<file path="src/base64_stream_encoder_defines.svh">
// ----------------------------------------------------------------------------
// base64 stream encoder assertion macros
// shared concurrent assertion forms, clocked on clk and disabled in reset
// ----------------------------------------------------------------------------
`ifndef BASE64_STREAM_ENCODER_DEFINES_SVH
`define BASE64_STREAM_ENCODER_DEFINES_SVH

// same-cycle implication
`define B64E_ASSERT_NOW(lbl, ante, cons) \
  lbl: assert property (@(posedge clk) disable iff (!rst_n) (ante) |-> (cons)) \
    else $error("b64e assertion failed");

// next-cycle implication
`define B64E_ASSERT_NXT(lbl, ante, cons) \
  lbl: assert property (@(posedge clk) disable iff (!rst_n) (ante) |=> (cons)) \
    else $error("b64e assertion failed");

`endif

</file>
<file path="src/b64e_pkg.sv">
// ----------------------------------------------------------------------------
// b64e_pkg
// shared types, constants and the character map of the base64 encoder
// ----------------------------------------------------------------------------
package b64e_pkg;

  localparam int QDEPTH = 2;
  localparam int QPTR_W = (QDEPTH > 1) ? $clog2(QDEPTH) : 1;
  localparam int QCNT_W = $clog2(QDEPTH + 1);

  localparam logic [7:0] PAD_CHAR   = 8'h3D;
  localparam logic [5:0] SLICE_MASK = 6'h3F;

  // one group request from front to back
  typedef struct packed {
    logic [23:0] group;
    logic [1:0]  nbytes;
    logic        is_last;
  } group_req_t;

  function automatic logic [7:0] enc_char(input logic [5:0] v);
    logic [7:0] w;
    logic [7:0] c;
    w = {2'b00, v & SLICE_MASK};
    priority if (w < 8'd26) begin
      c = 8'h41 + w;
    end else if (w < 8'd52) begin
      c = 8'h61 + (w - 8'd26);
    end else if (w < 8'd62) begin
      c = 8'h30 + (w - 8'd52);
    end else if (w == 8'd62) begin
      c = 8'h2B;
    end else begin
      c = 8'h2F;
    end
    return c;
  endfunction

endpackage

</file>
<file path="src/b64e_byte_if.sv">
// ----------------------------------------------------------------------------
// b64e_byte_if
// input byte channel: valid/ready with one message byte and end flag
// ----------------------------------------------------------------------------
interface b64e_byte_if;
  logic       valid;
  logic       ready;
  logic [7:0] data_byte;
  logic       end_of_message;

  modport source (output valid, output data_byte, output end_of_message, input ready);
  modport sink   (input valid, input data_byte, input end_of_message, output ready);
endinterface

</file>
<file path="src/b64e_char_if.sv">
// ----------------------------------------------------------------------------
// b64e_char_if
// output character channel: valid/ready with one character and last flag
// ----------------------------------------------------------------------------
interface b64e_char_if;
  logic       valid;
  logic       ready;
  logic [7:0] out_char;
  logic       last_char;

  modport source (output valid, output out_char, output last_char, input ready);
  modport sink   (input valid, input out_char, input last_char, output ready);
endinterface

</file>
<file path="src/b64e_queue.sv">
// ----------------------------------------------------------------------------
// b64e_queue
// short register queue of group requests between front and back
// ----------------------------------------------------------------------------
`include "base64_stream_encoder_defines.svh"

module b64e_queue (
  input  logic                 clk,
  input  logic                 rst_n,
  input  logic                 push,
  input  b64e_pkg::group_req_t push_req,
  output logic                 q_ready,
  input  logic                 pop,
  output logic                 q_valid,
  output b64e_pkg::group_req_t pop_req
);

  b64e_pkg::group_req_t                 mem_r [b64e_pkg::QDEPTH];
  logic [b64e_pkg::QPTR_W-1:0]          wr_ptr_r, wr_ptr_nxt;
  logic [b64e_pkg::QPTR_W-1:0]          rd_ptr_r, rd_ptr_nxt;
  logic [b64e_pkg::QCNT_W-1:0]          cnt_r, cnt_nxt;
  logic                                 do_push, do_pop;

  localparam logic [b64e_pkg::QPTR_W-1:0] PTR_LAST = b64e_pkg::QPTR_W'(b64e_pkg::QDEPTH - 1);
  localparam logic [b64e_pkg::QCNT_W-1:0] CNT_FULL = b64e_pkg::QCNT_W'(b64e_pkg::QDEPTH);

  assign q_ready = (cnt_r != CNT_FULL);
  assign q_valid = (cnt_r != '0);
  assign pop_req = mem_r[rd_ptr_r];
  assign do_push = push && q_ready;
  assign do_pop  = pop && q_valid;

  always_comb begin
    wr_ptr_nxt = wr_ptr_r;
    rd_ptr_nxt = rd_ptr_r;
    cnt_nxt    = cnt_r;
    if (do_push) begin
      wr_ptr_nxt = (wr_ptr_r == PTR_LAST) ? '0 : wr_ptr_r + 1'b1;
    end
    if (do_pop) begin
      rd_ptr_nxt = (rd_ptr_r == PTR_LAST) ? '0 : rd_ptr_r + 1'b1;
    end
    if (do_push && !do_pop) begin
      cnt_nxt = cnt_r + 1'b1;
    end else if (do_pop && !do_push) begin
      cnt_nxt = cnt_r - 1'b1;
    end
  end

  always_ff @(posedge clk) begin
    if (!rst_n) begin
      wr_ptr_r <= '0;
      rd_ptr_r <= '0;
      cnt_r    <= '0;
    end else begin
      wr_ptr_r <= wr_ptr_nxt;
      rd_ptr_r <= rd_ptr_nxt;
      cnt_r    <= cnt_nxt;
    end
  end

  always_ff @(posedge clk) begin
    if (do_push) begin
      mem_r[wr_ptr_r] <= push_req;
    end
  end

  `B64E_ASSERT_NOW(a_no_overflow, push, q_ready)

endmodule

</file>
<file path="src/b64e_front.sv">
// ----------------------------------------------------------------------------
// b64e_front
// takes bytes, collects groups of up to three and queues group requests
// ----------------------------------------------------------------------------
`include "base64_stream_encoder_defines.svh"

module b64e_front (
  input  logic                 clk,
  input  logic                 rst_n,
  b64e_byte_if.sink            in_bus,
  output logic                 push,
  output b64e_pkg::group_req_t push_req,
  input  logic                 q_ready
);

  logic [15:0] pend_r, pend_nxt;
  logic [1:0]  cnt_r, cnt_nxt;
  logic        take;
  logic [15:0] merged;

  assign in_bus.ready = q_ready;
  assign take         = in_bus.valid && q_ready;

  always_comb begin
    merged = (cnt_r == 2'd1) ? {pend_r[15:8], in_bus.data_byte} : {in_bus.data_byte, 8'h00};
    pend_nxt         = pend_r;
    cnt_nxt          = cnt_r;
    push             = 1'b0;
    push_req.group   = {merged, 8'h00};
    push_req.nbytes  = cnt_r + 2'd1;
    push_req.is_last = 1'b1;
    if (cnt_r[1]) begin
      // full group
      push_req.group   = {pend_r, in_bus.data_byte};
      push_req.nbytes  = 2'd3;
      push_req.is_last = in_bus.end_of_message;
      if (take) begin
        push     = 1'b1;
        pend_nxt = '0;
        cnt_nxt  = '0;
      end
    end else if (take) begin
      if (in_bus.end_of_message) begin
        push     = 1'b1;
        pend_nxt = '0;
        cnt_nxt  = '0;
      end else begin
        pend_nxt = merged;
        cnt_nxt  = cnt_r + 2'd1;
      end
    end
  end

  always_ff @(posedge clk) begin
    if (!rst_n) begin
      pend_r <= '0;
      cnt_r  <= '0;
    end else begin
      pend_r <= pend_nxt;
      cnt_r  <= cnt_nxt;
    end
  end

  `B64E_ASSERT_NXT(a_group_clears, take && (cnt_r[1] || in_bus.end_of_message), cnt_r == 2'd0)

endmodule

</file>
<file path="src/b64e_back.sv">
// ----------------------------------------------------------------------------
// b64e_back
// turns each queued group into four characters, one per cycle while out_bus is ready
// ----------------------------------------------------------------------------
`include "base64_stream_encoder_defines.svh"

module b64e_back (
  input  logic                 clk,
  input  logic                 rst_n,
  input  logic                 q_valid,
  input  b64e_pkg::group_req_t pop_req,
  output logic                 pop,
  b64e_char_if.source          out_bus
);

  logic [23:0] grp_r, grp_nxt;
  logic [1:0]  nbytes_r, nbytes_nxt;
  logic        last_r, last_nxt;
  logic [1:0]  idx_r, idx_nxt;
  logic        active_r, active_nxt;
  logic        out_valid_r, out_valid_nxt;
  logic [7:0]  out_char_r, out_char_nxt;
  logic        last_char_r, last_char_nxt;
  logic        advance;
  logic [5:0]  slice;

  assign advance = active_r && (!out_valid_r || out_bus.ready);
  assign pop     = q_valid && (!active_r || (advance && idx_r == 2'd3));

  always_comb begin
    unique case (idx_r)
      2'd0:    slice = grp_r[23:18];
      2'd1:    slice = grp_r[17:12];
      2'd2:    slice = grp_r[11:6];
      default: slice = grp_r[5:0];
    endcase
  end

  always_comb begin
    grp_nxt       = grp_r;
    nbytes_nxt    = nbytes_r;
    last_nxt      = last_r;
    idx_nxt       = idx_r;
    active_nxt    = active_r;
    out_valid_nxt = out_valid_r;
    out_char_nxt  = out_char_r;
    last_char_nxt = last_char_r;
    if (out_valid_r && out_bus.ready) begin
      out_valid_nxt = 1'b0;
    end
    if (advance) begin
      out_valid_nxt = 1'b1;
      out_char_nxt  = (idx_r > nbytes_r) ? b64e_pkg::PAD_CHAR : b64e_pkg::enc_char(slice);
      last_char_nxt = (idx_r == 2'd3) && last_r;
      idx_nxt       = idx_r + 2'd1;
      if (idx_r == 2'd3) begin
        active_nxt = 1'b0;
      end
    end
    if (pop) begin
      grp_nxt    = pop_req.group;
      nbytes_nxt = pop_req.nbytes;
      last_nxt   = pop_req.is_last;
      idx_nxt    = 2'd0;
      active_nxt = 1'b1;
    end
  end

  always_ff @(posedge clk) begin
    if (!rst_n) begin
      active_r    <= 1'b0;
      idx_r       <= '0;
      out_valid_r <= 1'b0;
    end else begin
      active_r    <= active_nxt;
      idx_r       <= idx_nxt;
      out_valid_r <= out_valid_nxt;
    end
  end

  always_ff @(posedge clk) begin
    grp_r       <= grp_nxt;
    nbytes_r    <= nbytes_nxt;
    last_r      <= last_nxt;
    out_char_r  <= out_char_nxt;
    last_char_r <= last_char_nxt;
  end

  assign out_bus.valid     = out_valid_r;
  assign out_bus.out_char  = out_char_r;
  assign out_bus.last_char = last_char_r;

  `B64E_ASSERT_NXT(a_last_only_fourth, advance && idx_r != 2'd3, !last_char_r)
  `B64E_ASSERT_NOW(a_pop_when_free, pop, !active_r || idx_r == 2'd3)

endmodule

</file>
<file path="src/base64_stream_encoder.sv">
// ----------------------------------------------------------------------------
// base64_stream_encoder
// streaming base64 encoder, standard alphabet with '=' padding
// ----------------------------------------------------------------------------
// Bytes enter on in_bus, one per request, with end_of_message on the last
// byte of a message; characters leave on out_bus, one per request, with
// last_char on the final character. A byte is taken every cycle while the
// two-entry group queue has room; every third byte, or a byte that ends the
// message, queues one group that becomes four characters. The character
// stage emits one character per cycle while out_bus is ready, so the
// character side, not the byte side, limits a steady stream of full groups.
// Once the byte that closes a group is taken, the group passes the queue
// entry and the group register before its first character is registered.
module base64_stream_encoder (
  input  logic        clk,
  input  logic        rst_n,
  b64e_byte_if.sink   in_bus,
  b64e_char_if.source out_bus
);

  logic                 push, q_ready, pop, q_valid;
  b64e_pkg::group_req_t push_req, pop_req;

  b64e_front u_front (
    .clk      (clk),
    .rst_n    (rst_n),
    .in_bus   (in_bus),
    .push     (push),
    .push_req (push_req),
    .q_ready  (q_ready)
  );

  b64e_queue u_queue (
    .clk      (clk),
    .rst_n    (rst_n),
    .push     (push),
    .push_req (push_req),
    .q_ready  (q_ready),
    .pop      (pop),
    .q_valid  (q_valid),
    .pop_req  (pop_req)
  );

  b64e_back u_back (
    .clk      (clk),
    .rst_n    (rst_n),
    .q_valid  (q_valid),
    .pop_req  (pop_req),
    .pop      (pop),
    .out_bus  (out_bus)
  );

endmodule
</file>
<file path="src/flat_wrapper.sv">
// flat-port wrapper written by rule: the top's interface ports become plain ports
module base64_stream_encoder_flat 
  (clk, rst_n, in_bus_valid, in_bus_data_byte, in_bus_end_of_message, in_bus_ready, out_bus_valid, out_bus_out_char, out_bus_last_char, out_bus_ready);
  b64e_byte_if in_bus_i ();
  b64e_char_if out_bus_i ();
  input  logic clk;
  input  logic rst_n;
  input wire logic [$bits(in_bus_i.valid)-1:0] in_bus_valid;
  input wire logic [$bits(in_bus_i.data_byte)-1:0] in_bus_data_byte;
  input wire logic [$bits(in_bus_i.end_of_message)-1:0] in_bus_end_of_message;
  output wire logic [$bits(in_bus_i.ready)-1:0] in_bus_ready;
  output wire logic [$bits(out_bus_i.valid)-1:0] out_bus_valid;
  output wire logic [$bits(out_bus_i.out_char)-1:0] out_bus_out_char;
  output wire logic [$bits(out_bus_i.last_char)-1:0] out_bus_last_char;
  input wire logic [$bits(out_bus_i.ready)-1:0] out_bus_ready;
  assign in_bus_i.valid = in_bus_valid;
  assign in_bus_i.data_byte = in_bus_data_byte;
  assign in_bus_i.end_of_message = in_bus_end_of_message;
  assign in_bus_ready = in_bus_i.ready;
  assign out_bus_valid = out_bus_i.valid;
  assign out_bus_out_char = out_bus_i.out_char;
  assign out_bus_last_char = out_bus_i.last_char;
  assign out_bus_i.ready = out_bus_ready;
  base64_stream_encoder u_core (.clk(clk), .rst_n(rst_n), .in_bus(in_bus_i), .out_bus(out_bus_i));
endmodule
</file>
<file path="config.mk">
export PLATFORM = sky130hd
export DESIGN_NAME = base64_stream_encoder_flat
export DESIGN_NICKNAME = d
export VERILOG_FILES = /design/src/b64e_pkg.sv /design/src/b64e_byte_if.sv /design/src/b64e_char_if.sv /design/src/b64e_queue.sv /design/src/b64e_front.sv /design/src/b64e_back.sv /design/src/base64_stream_encoder.sv /design/src/flat_wrapper.sv
export VERILOG_INCLUDE_DIRS = /design/src /design/src/src
export SDC_FILE = /design/constraint.sdc
export NUM_CORES = 1
export LEC_CHECK = 0
export BUFFER_PORTS_ARGS = -buffer_cell sky130_fd_sc_hd__buf_2
export CAP_MARGIN = 15
export CORE_MARGIN = 4
export CORE_UTILIZATION = 64
export CTS_CLUSTER_DIAMETER = 60
export CTS_CLUSTER_SIZE = 40
export DETAILED_ROUTE_END_ITERATION = 6
export GPL_TIMING_DRIVEN = 1
export PLACE_DENSITY = 0.83
export SLEW_MARGIN = 5
export SYNTH_ARGS = -nofsm -noshare
export SYNTH_HDL_FRONTEND = slang
export SYNTH_SLANG_ARGS = --single-unit
</file>
<file path="constraint.sdc">
create_clock -name clk -period 8.35 [get_ports clk]
set_input_delay 1.2525 -clock clk [delete_from_list [all_inputs] [get_ports clk]]
set_output_delay 1.2525 -clock clk [all_outputs]
set_load 0.03 [all_outputs]
</file>
# Yosys cells after proc, flatten, opt, wreduce, memory -nomap -nowiden
# Memories as Yosys holds them, arrays and structs flattened. A register that Yosys moved wholly into a read port is not among the register bits.
# Index checks and enable logic that the tools add are counted.
# op_classes
n_reduce_logical	24
bitwise	1
magnitude_cmp	4
addsub	11
n_mux	30
n_eq_ne	6
# ops
operator	count
$mux W16	5
$mux W27	1
$mux W8	3
$pmux W6 S3	1
$mux W1	13
$lt A6 B6 Y1 const B	2
$mux W2	6
$logic_and A1 B1 Y1	10
$reduce_bool A2 Y1	5
$add A7 B6 Y8 const A	1
$add A7 B7 Y8 const A	1
$add A7 B8 Y8 const A	1
$sub A6 B5 Y7 const B	1
$sub A6 B6 Y7 const B	1
$add A2 B1 Y2 const B	3
$eq A6 B6 Y1 const B	1
$lt A6 B5 Y1 const B	1
$eq A2 B1 Y1 const B	2
$eq A2 B2 Y1 const B	2
$logic_not A1 Y1	4
$mux W3	1
$add A1 B1 Y1 const B	2
$gt A2 B2 Y1	1
$logic_not A2 Y1	1
6 further kinds	7
# totals
reg_bits	35
inputBits	13
mem_bits_rw	54
elab_cells	88
output_inout_bits	11
memories	1
# memory_table
name	depth	word_bits	read_ports	rd_ports_with_merged_regs	wr	line	text
u_core.u_queue.mem_r	2	27	1	1	1	b64e_queue.sv:18	b64e_pkg::group_req_t mem_r [b64e_pkg::QDEPTH];

# Depth between registers and ports, before layout
# Gate-level depths: netlist of run 1.
# depth
word_depth	10
ltp_mapped	11
ltp_nobuf	11

# Modules after synthesis
# From an unflattened synthesis of run 1, not the netlist that was laid out.
# unflattened
cells_unflattened	403
area_unflattened_um2	5300.1
# by_module_without_submodules
module	seq_area_each_um2	area_each_um2	instances	cells_per_inst
b64e_queue	1721.7	2188.3	1	108
b64e_back	1161.1	2033.2	1	166
b64e_front	360.3	1078.5	1	129

# Worst setup path after synthesis of run 1
# No wires, ideal clock.
# synth_timing
path_type	input to register
startpoint	in in_bus_valid
endpoint	mem u_core.u_queue.mem_r[0][0] (netlist name) (enable)
cell_stages	3
n_path_buf	1
setup_ns	0.447
t_required_ns	7.903
arrival_time_ns	3.553
path_slack_ns	4.350
cell_sequence	nand2_1 > clkbuf_1 > nor3_1
# synth_via
elab_chain_cells	6
word_cells_on_any_way	7
cone_classes	5 x mux; 2 x reduce/logical
# synth_lines
element	line	text
start: declaration	flat_wrapper.sv:8	input wire logic [$bits(in_bus_i.valid)-1:0] in_bus_valid;
$logic_and A1 B1 Y1 *	b64e_front.sv:22	assign take = in_bus.valid && q_ready;
$mux W1, on equally long branches	b64e_front.sv:42, b64e_front.sv:37	
$mux W1 *	b64e_front.sv:32	if (cnt_r[1]) begin
$logic_and A1 B1 Y1 *	b64e_queue.sv:30	assign do_push = push && q_ready;
$mux W1 *	b64e_queue.sv:63	if (do_push) begin
$mux W1 (not written as such) *	b64e_queue.sv:64	mem_r[wr_ptr_r] <= push_req;
end: declaration	b64e_queue.sv:18	
# Every way passes the cells marked *; elsewhere a longest branch is shown, timed or not.

# Worst setup path in the final report of run 1
# layout_timing
startpoint	reg u_core.u_back.idx_r[1]
endpoint	reg u_core.u_back.out_char_r[4] (netlist: u_core.u_back.out_bus.out_char[4]), data pin
# layout_via
elab_chain_cells	7
word_cells_on_any_way	16
cone_classes	5 x add/sub; 4 x order compare; 2 x eq/ne; 4 x mux; 1 x reduce/logical
# layout_lines
element	line	text
start: declaration	b64e_back.sv:19	logic [1:0] idx_r, idx_nxt;
start signal: assignment	b64e_back.sv:76	idx_r <= idx_nxt;
$eq A2 B2 Y1, or another cell as far along	b64e_back.sv:31	unique case (idx_r)
$pmux W6 S3	b64e_back.sv:31	
$sub A6 B6 Y7	b64e_pkg.sv:30	c = 8'h30 + (w - 8'd52);
$add A7 B7 Y8	b64e_pkg.sv:30	
$mux W8	b64e_pkg.sv:29	end else if (w < 8'd62) begin
$mux W8	b64e_pkg.sv:27	end else if (w < 8'd52) begin
$mux W8	b64e_pkg.sv:25	priority if (w < 8'd26) begin
end signal: assignment	b64e_back.sv:85	out_char_r <= out_char_nxt;
end: declaration	b64e_back.sv:22	logic [7:0] out_char_r, out_char_nxt;
# Parallel ways exist; a longest one is shown, timed or not.
# A chain may end at the register's enable or synchronous reset.

==> impl_results.md, run 1 <==
- Slew headroom: 0.322
- Worst hold margin: 0.488 ns
- Share of the synthesized area in the top cell type: 0.533
- Clock root cell: clkbuf_8
- Fin. Hold Viols: 0
- Initial core utilization: 0.656
- Post-synthesis compound-gate area fraction: 0.0952
- Setup crit end kind: flop
- DRC violation count after routing: 0
- Top post-synthesis cells by count: edfxtp_1, mux2_2, dfxtp_1
- Max-slew violations: 0
- Vias in the first global route: 3134
- Most common cell in the netlist: edfxtp_1
- All-Layer GR Usage: 0.223
- Slew @ Worst Pin: 1.02 ns
- Largest net degree at the start of global routing: 32
- Avg Inst Size Synth: 13.4 um^2
- Nets: 434
- Mux cell area share after synthesis: 0.0962
- Core Util, Final: 0.760
- Setup bufs post-CTS: 0
- Core area: 0.00773 mm^2
- CTS Buf Count: 17
- Crit Path Max Fanout: 10
- Setup violators final: 0
- CTS Hold Buffers Added: 0
- Top cells by area, synth: edfxtp_1, dfxtp_1, mux2_2
- Drt first pass iters: 6
- Area Overhead vs Synth: 15.8%
- Iteration-0 DRC Markers: 234
- Number of synthesized register bits: 116
- Power consumption: 2.22 mW
- Xor/xnor share of the synthesized area: 0.0138
- Fmax achieved: 334 MHz
- Ys async rst share: 0
- Final min period: 3.00 ns
- Maximum vdd ir drop: 194 uV
- Post-synth EDFFs: 90
- Placer Congestion: 0.892
- Worst Setup Start Kind: flop
- Synth area leader: edfxtp_1
- Primary FF master, synth: edfxtp_1
- Hold Crit Class: reg -> reg
- PD cells: 378 mW/mm^2
- Antenna violations before repair: 0
- Die Span Y: 97.0 um
- GRT overflow: 0
- Crit path arrival time: 3.34 ns
- H-tree depth: 4
- I/O Pins: 24
- DRT Wirelength: 10.0 mm
- Post-synthesis cell count: 378
- CTS tree: yes
- Period Utilization, post-route: 0.359
- First-pass GRT wire length: 16.0 mm
- Cell Rows: 32
- Clock slew at reported path FFs: 0.07 ns
- CP peak stage delay: 0.67 ns
- Clk_lat worst skew: 0.52 ns
- Share of layout cells above drive strength 1: 0.248
- Worst path buffer plus inverter count: 0
- Multi-input gate area: 0.00170 mm^2
- Setup CP Type: reg -> reg
- Clock Skews: 0.0163 ns
- Fillers: 426
- P_leak: 2.10 nW
- Outcome: completed
- Wire length per cell: 19.2 um
- CTS resizes: 0
- N_diodes: 0
- Antenna Nets Post-Route: 0
- Vias post-DR: 3139
- CP required: 8.70 ns
- Top delay family on crit path: adder cells
- Vias/cell: 6.02
- Synth cell types: 47
- Seq/Total Area, Yosys: 0.636
- Worst path cell trace: ha_1, mux2i_1, ha_1, nor2b_1, nor2b_1, a221o_1, o21ai_1, o211ai_1
- Port Buffers: 23
- DIE AREA: 0.00941 mm^2
- DP HPWL: 5.95 mm
- Register area: 0.00322 mm^2
- Largest family of logic cells by synthesized area: multiplexers
- TNS Setup: 0 ns
- Chip Width: 97.0 um
- RSZ-0062 raised after global routing: false
- Synth Area in Simple Gates: 0.0920
- Clock buffer depth: 2
- Netlist Area Pre-Place: 0.00507 mm^2
- Area share of fa/ha/maj cells after synthesis: 0.0370
- Slowest CP cell: mux2i_1
- CTS sink cnt: 116
- Syn_nets: 406
- MaxCap Viol Count: 0
- Synth warn: 0
per-stage QoR:
step | instance area (um^2) | instances | worst slack [ns]
after global routing | 5870 | 521 | 5.07
after detailed placement | 5260 | 488 | 5.03
after CTS | 5840 | 520 | 5.37
after floorplan | 5070 | 378 | 4.35
final | 5870 | 521 | 5.35
after global placement | 5260 | 488 | 5.12
worst paths after layout:
path	from	to	slack, ns	cells after the start
setup / recovery	u_core.u_back.idx_r[1]$_SDFFE_PP0P_	u_core.u_back.out_bus.out_char[4]$_SDFFCE_PN1P_	5.35	8
hold / removal	u_core.u_back.active_r$_SDFFE_PN0P_	u_core.u_back.out_bus.valid$_SDFFE_PN0P_	0.49	2
setup reg to reg	u_core.u_back.idx_r[1]$_SDFFE_PP0P_	u_core.u_back.out_bus.out_char[4]$_SDFFCE_PN1P_	5.35	8
hold reg to reg	u_core.u_back.active_r$_SDFFE_PN0P_	u_core.u_back.out_bus.valid$_SDFFE_PN0P_	0.49	2
area by class of cell:
class	count	share of cell area
clock buffers	19	0.0791
clock inverters	13	0.0209
inverters	22	0.0141
multi-input cells	224	0.290
flip-flops and latches	116	0.549
well taps	102	0.0217
repair buffers	25	0.0256
layout by cell type, fill, tap and decap left out, types with 6 or more instances in the layout:
cell type   n
nor2_1     10
and2_1     11
inv_1      22
edfxtp_1   90
clkinv_4    7
ha_1       15
a21oi_1    15
nor2b_1    22
buf_2      23
a22oi_1    17
dfxtp_1    26
o21ai_0    15
a222oi_1    6
mux2_2     39
clkbuf_16  18
nand2_1    22
xnor2_1     7
layer usage:
layer	up-vias	routed length (um)	global-route usage
li1	1463	-	-
met1	1522	4100	0.274
met2	133	5140	0.374
met3	21	564	0.0656
met4	0	231	0.0853
met5	-	0	0
flip-flops by register name (all words and copies together), names as in the netlist:
register / count
u_core.u_front.cnt_r: 2
u_core.u_queue.cnt_r: 2
u_core.u_back.out_bus.valid: 1
u_core.u_back.nbytes_r: 2
u_core.u_back.out_bus.out_char: 8
u_core.u_queue.rd_ptr_r: 1
u_core.u_queue.mem_r: 54
u_core.u_back.out_bus.last_char: 1
u_core.u_back.idx_r: 2
u_core.u_front.pend_r: 16
u_core.u_back.active_r: 1
u_core.u_back.grp_r: 24
u_core.u_back.last_r: 1
u_core.u_queue.wr_ptr_r: 1
tightest hold or removal path: cells and delay by family, from the launching register on:
| kind | cells | cell delay (ns) |
|---|---|---|
| flip-flops | 1 | 0.31 |
| buffers and inverters | 1 | 0.07 |
| AO/OA/AOI/OAI | 1 | 0.07 |
report_power, final:
| group | total, mW | internal [mW] | switching (mW) |
|---|---|---|---|
| registers | 0.834 | 0.785 | 0.0490 |
| clock network | 0.699 | 0.432 | 0.268 |
| logic | 0.687 | 0.263 | 0.424 |
kinds of logic after synthesis:
| family | after synthesis |
|---|---|
| simple gates | 87 |
| xor+xnor | 8 |
| mux | 43 |
| buf+inv | 38 |
| flops | 116 |
| compound gates | 71 |
| fa+ha+maj | 15 |
(Power assumes the default switching activity.)
==> run 2: changes to the inputs <==
Settings changed: ABC_AREA set to 1, CORE_UTILIZATION 64 to 61, PLACE_DENSITY 0.83 to 0.79.
Clock period 8.35 ns to 3.1 ns, I/O delays scaled along.
==> run 2 against run 1 <==
  * Sequential cell count unchanged
  * Core utilization fell by 2.8 points
  * Register-to-register slack worse by 4.9 ns
  * Critical endpoint is now u_core.u_back.out_bus.out_char[6]$_SDFFCE_PN0P_
  * Highest routed layer unchanged
==> impl_results.md, run 2 <==
- Syn_nets: 573
- CTS sink cnt: 116
- GRT overflow: 0
- DIE AREA: 0.0102 mm^2
- Outcome: completed
- Port Buffers: 23
- Antenna violations before repair: 0
- R2r startpoint: u_core.u_back.idx_r[0]$_SDFFE_PP0P_
- Vias post-DR: 3745
- Final non-filler cell total: 695
- Worst Setup Start Kind: flop
- Setup crit end kind: flop
- RR Endpoint: u_core.u_back.out_bus.out_char[6]$_SDFFCE_PN0P_
- Antenna Nets Post-Route: 0
- Fin. Hold Viols: 0
- Critical path origin: u_core.u_back.idx_r[0]$_SDFFE_PP0P_
- Setup CP Type: reg -> reg
- Maximum vdd ir drop: 461 uV
- RSZ-0062 raised after global routing: false
- Netlist Area Pre-Place: 0.00526 mm^2
- Commonest non-fill, non-tap cell in the layout: nand2_1
- Setup violators final: 0
- Area Overhead vs Synth: 15.5%
- DRC violation count after routing: 0
- Fmax achieved: 382 MHz
- Nets: 605
- Seq/Total Area, Yosys: 0.613
- Drt first pass iters: 5
- I/O Pins: 24
- Post-synth EDFFs: 90
- Vias in the first global route: 3630
- CP required: 3.33 ns
- Die Span Y: 101 um
- Largest net degree at the start of global routing: 33
- Clock Skews: 0.00609 ns
- Share of layout cells above drive strength 1: 0.153
- Inst Count DP: 663
- Cell Rows: 33
- Chip Width: 101 um
- Vias/cell: 5.39
- Final min period: 2.62 ns
- Max reg flops: 54
- Core area: 0.00830 mm^2
- Most flop-heavy register: u_core.u_queue.mem_r
- Synth warn: 0
- Top cells by area, synth: edfxtp_1, nand2_1, dfxtp_1
- Share of the synthesized area in the top cell type: 0.514
- Crit path arrival time: 2.85 ns
- Slew @ Worst Pin: 1.04 ns
- Cell mode on critical path: nand2_1
- Clock buffer depth: 2
- Most frequent cells in the layout: nand2_1, edfxtp_1, inv_1
- Worst path cell trace: ha_1, inv_2, nor2_1, nor2_2, inv_1, ha_1, inv_1, nand3_1, nand2_2, nand2_1, inv_2, nand2_1, nand2_1, nand2_1, nand2_1, a21oi_1
- Post-synthesis cell count: 545
- Hold Crit Class: in -> reg
- Hold_sp: in_bus_data_byte[0]
- Top delay family on crit path: simple AND/OR/NAND/NOR gates
- Placer Congestion: 0.780
- All-Layer GR Usage: 0.213
- Avg Inst Size Synth: 9.65 um^2
- Worst hold margin: 0.260 ns
- Slowest CP cell: dfxtp_1
- CTS tree: yes
- Top post-synthesis cells by count: nand2_1, edfxtp_1, inv_1
- PD cells: 1020 mW/mm^2
- Period Utilization, post-route: 0.844
- CTS Hold Buffers Added: 0
- Setup bufs post-CTS: 0
- Primary FF master, synth: edfxtp_1
- Top Registers: u_core.u_queue.mem_r x54, u_core.u_back.grp_r x24, u_core.u_front.pend_r x16
- Cell count of the worst reg-to-reg path: 16
- Iteration-0 DRC Markers: 184
- MaxCap Viol Count: 0
- First-pass GRT wire length: 16.6 mm
- DP HPWL: 6.43 mm
- Synth cell types: 36
- Clk_lat worst skew: 0.50 ns
- Synth area leader: edfxtp_1
- Max-slew violations: 0
- Dpl ws: 0.491 ns
- CTS Buf Count: 17
- Clock slew at reported path FFs: 0.05 ns
- Most common cell in the netlist: nand2_1
- DRT Wirelength: 9.92 mm
- Ys async rst share: 0
- P_leak: 2.59 nW
- Wire length per cell: 14.3 um
- Number of synthesized register bits: 116
- Clock root cell: clkbuf_8
- Reg2Reg Setup Slack: 0.48 ns
- Setup WS post-layout: 0.484 ns
- TNS Setup: 0 ns
- Slew headroom: 0.307
- CTS resizes: 0
- H-tree depth: 4
- Worst Setup EP: u_core.u_back.out_bus.out_char[6]$_SDFFCE_PN0P_
- Fillers: 549
- Initial core utilization: 0.634
- Worst path buffer plus inverter count: 4
- Crit Path Max Fanout: 12
- N_diodes: 0
- CP peak stage delay: 0.34 ns
- Path length in cells of the critical path: 16
[run 2: area by class of cell]
cell class | instances | area (um^2) | area share
multi-input cells | 354 | 1750 | 0.289
inverters | 57 | 214 | 0.0352
well taps | 105 | 131 | 0.0216
repair buffers | 31 | 175 | 0.0288
flip-flops and latches | 116 | 3220 | 0.530
clock inverters | 15 | 164 | 0.0270
clock buffers | 17 | 414 | 0.0682
[run 2: power breakdown]
part           switching, mW  internal, mW  leakage (nW)
Sequential             0.124          2.17          1.05
Clock                  0.668          1.21         0.272
Combinational           1.39         0.630          1.27
Total                   2.19          4.01          2.59
[run 2: per-layer routing]
layer	part of all wire	GRT usage	vias up
met4	0.020	0.0902	0
met1	0.42	0.251	1765
li1	-	-	1849
met3	0.049	0.0623	20
met2	0.52	0.364	111
met5	0	0	-
[run 2: tightest hold or removal path: stages]
cell and delay (ns):
buf_2 0.12, nand3_1 0.07, a21oi_1 0.05
[run 2: worst min path at each step]
stage                                             endpoint  slack [ns]  depth (start not counted)
floorplan           u_core.u_front.pend_r[10]$_SDFFE_PN0P_        0.44                          2
global placement    u_core.u_front.pend_r[11]$_SDFFE_PN0P_        0.45                          2
finish               u_core.u_front.pend_r[0]$_SDFFE_PN0P_        0.26                          3
detailed placement   u_core.u_front.pend_r[0]$_SDFFE_PN0P_        0.46                          2
global route         u_core.u_front.pend_r[2]$_SDFFE_PN0P_        0.25                          3
CTS                   u_core.u_queue.rd_ptr_r$_SDFFE_PN0P_        0.24                          3
[run 2: logic make-up (layout without fill, tap and decap cells)]
| kind of cell | Yosys count | after routing | share of synthesized area |
|---|---|---|---|
| XOR/XNOR | 5 | 5 | 0.00833 |
| adder cells (fa/ha/maj) | 15 | 15 | 0.0357 |
| flip-flops | 116 | 116 | 0.613 |
| buffers and inverters | 75 | 120 | 0.0554 |
| AND/OR/NAND/NOR | 271 | 271 | 0.220 |
| AO/OA/AOI/OAI | 63 | 63 | 0.0676 |
[run 2: metrics by stage]
stage | area [um^2] | total power [mW] | util
3_3_place_gp | 5500 | 4.24 | 0.662
2_1_floorplan | 5260 | 3.84 | -
4_1_cts | 6080 | 6.22 | 0.732
6_report | 6080 | 6.20 | 0.732
3_5_place_dp | 5500 | 4.32 | 0.662
5_1_grt | 6080 | 6.62 | 0.732
==> run 3: changes to the inputs <==
Clock period 3.1 ns to 2.5 ns, I/O delays scaled along.
==> run 3 against run 2 <==
  * Final area up 2.4%
  * Wire length up 13%
  * Global-route usage up 2.3 points
  * Maximum frequency up 14%
==> impl_results.md, run 3 (synthesis gave the netlist of run 2 again) <==
- Final min period: 2.29 ns
- CTS tree: yes
- CP required: 2.74 ns
- Commonest non-fill, non-tap cell in the layout: nand2_1
- Port Buffers: 23
- DP HPWL: 6.98 mm
- Layout Cell Area excl Fill: 0.00622 mm^2
- Die Span Y: 101 um
- Clk_lat worst skew: 0.51 ns
- H-tree depth: 4
- Placer Congestion: 0.951
- Fmax achieved: 437 MHz
- Fillers: 523
- Maximum vdd ir drop: 516 uV
- DRC violation count after routing: 0
- N_diodes: 0
- RR Endpoint: u_core.u_back.out_bus.out_char[6]$_SDFFCE_PN0P_
- Area Overhead vs Synth: 18.2%
- PD cells: 1290 mW/mm^2
- First-pass GRT wire length: 18.1 mm
- Register area: 0.00323 mm^2
- Cell count of the worst reg-to-reg path: 15
- Period Utilization, post-route: 0.915
- Largest net degree at the start of global routing: 33
- I/O Pins: 24
- Clock buffer depth: 2
- WHS Endpoint: u_core.u_front.pend_r[3]$_SDFFE_PN0P_
- Share of layout cells above drive strength 1: 0.176
- Cells on Worst Hold Path: 3
- Fin. Hold Viols: 0
- DRT Wirelength: 11.3 mm
- GRT overflow: 0
- R2r startpoint: u_core.u_back.idx_r[0]$_SDFFE_PP0P_
- Vias post-DR: 3783
- P_leak: 2.65 nW
- Most frequent cells in the layout: nand2_1, edfxtp_1, inv_1
- Nets: 611
- Setup crit end kind: flop
- CTS sink cnt: 116
- RSZ-0062 raised after global routing: false
- Setup violators final: 0
- DIE AREA: 0.0102 mm^2
- Outcome: completed
- Power consumption: 8.03 mW
- Iteration-0 DRC Markers: 258
- Antenna Nets Post-Route: 0
- Cell Rows: 33
- Core area: 0.00830 mm^2
- Max reg flops: 54
- Worst Setup Start Kind: flop
- CTS Buf Count: 17
- Initial core utilization: 0.634
- Slew @ Worst Pin: 0.680 ns
- Antenna violations before repair: 0
- Slew headroom: 0.546
- Top Registers: u_core.u_queue.mem_r x54, u_core.u_back.grp_r x24, u_core.u_front.pend_r x16
- Chip Width: 101 um
- MaxCap Viol Count: 0
- Multi-input gate area: 0.00180 mm^2
- Wire length per cell: 16.0 um
- Clock Skews: 0.00922 ns
- All-Layer GR Usage: 0.236
- Hold Crit Class: in -> reg
- Most flop-heavy register: u_core.u_queue.mem_r
- Placed Area: 0.00554 mm^2
- Clock root cell: clkbuf_8
- Drt first pass iters: 5
- Reg2Reg Setup Slack: 0.21 ns
- Crit Path Max Fanout: 10
- Max-slew violations: 0
- Clock slew at reported path FFs: 0.06 ns
- Setup CP Type: reg -> reg
- Vias in the first global route: 3764
- Hold_sp: in_bus_data_byte[3]
- Vias/cell: 5.40
- Crit path arrival time: 2.52 ns
run 3: cell types whose count changed in the layout (fill, tap and decap cells not counted), sizes merged:
cell / before / now
inv: 56 / 55
clkinvlp: 4 / 1
buf: 31 / 37
clkbuf: 17 / 28
clkinv: 9 / 4
bufinv: 3 / 1
run 3: worst max path at each step:
| stage | start | end | slack [ns] | cells past startpoint |
|---|---|---|---|---|
| 2_1_floorplan | u_core.u_back.idx_r[1]$_SDFFE_PP0P_ | u_core.u_queue.cnt_r[1]$_SDFFE_PN0P_ | -0.006 | 9 |
| 3_3_place_gp | u_core.u_back.idx_r[0]$_SDFFE_PP0P_ | u_core.u_back.out_bus.out_char[6]$_SDFFCE_PN0P_ | 0.11 | 18 |
| 3_5_place_dp | u_core.u_back.idx_r[0]$_SDFFE_PP0P_ | u_core.u_back.out_bus.out_char[6]$_SDFFCE_PN0P_ | 0.005 | 16 |
| 4_1_cts | u_core.u_back.idx_r[0]$_SDFFE_PP0P_ | u_core.u_back.out_bus.out_char[6]$_SDFFCE_PN0P_ | 0.09 | 14 |
| 5_1_grt | u_core.u_back.idx_r[0]$_SDFFE_PP0P_ | u_core.u_back.out_bus.out_char[6]$_SDFFCE_PN0P_ | 0.001 | 18 |
| 6_report | u_core.u_back.idx_r[0]$_SDFFE_PP0P_ | u_core.u_back.out_bus.out_char[6]$_SDFFCE_PN0P_ | 0.21 | 15 |
run 3: cell type report:
| type | count | share of cell area |
|---|---|---|
| tap | 105 | 0.0211 |
| sequential | 116 | 0.519 |
| clock inverter | 4 | 0.00825 |
| multi-input combinational | 354 | 0.289 |
| inverter | 57 | 0.0348 |
| timing repair buffer | 37 | 0.0354 |
| clock buffer | 28 | 0.0917 |
run 3: per-stage QoR:
step	hold slack, ns	cells	worst slack (ns)	TNS [ns]	utilization
2_1_floorplan	0.444	545	-0.00623	-0.00623	-
3_3_place_gp	0.452	668	0.115	0	0.667
3_5_place_dp	0.455	668	0.00524	0	0.667
4_1_cts	0.141	701	0.0895	0	0.744
5_1_grt	0.173	701	0.00123	0	0.749
6_report	0.161	701	0.212	0	0.749
run 3: power breakdown:
part	internal [mW]	total, mW	switching (mW)
Combinational	0.863	2.69	1.82
Sequential	2.70	2.87	0.175
Clock	1.64	2.47	0.830
Total	5.20	8.03	2.83
run 3: what timing repair did:
item / CTS / global route
hold buffers: 0 / 0
endpoints found under the hold margin: 0 / 0
pin swaps: 1 / 0
gates resized for setup: 4 / 12
endpoints found under the setup margin: 3 / 6
buffers inserted: 1 / 0
run 3: critical path, cell delays in order, from the launching register on:
cell	delay (ns)
dfxtp_4	0.36
ha_2	0.22
inv_4	0.14
nand2_1	0.08
nor2_2	0.16
nor2_4	0.07
inv_1	0.07
ha_2	0.27
inv_1	0.06
nand2_1	0.05
a21oi_2	0.15
nand3_1	0.12
nand3_1	0.09
nand2_1	0.06
nand2_1	0.05
a21oi_1	0.06
run 3: layer usage:
metal  wire length, um  global-route usage  vias up
met3               542              0.0588       34
li1                  -                   -     1855
met2              5900               0.420      116
met5                 0                   0        -
met1              4470               0.268     1778
met4               343               0.106        0
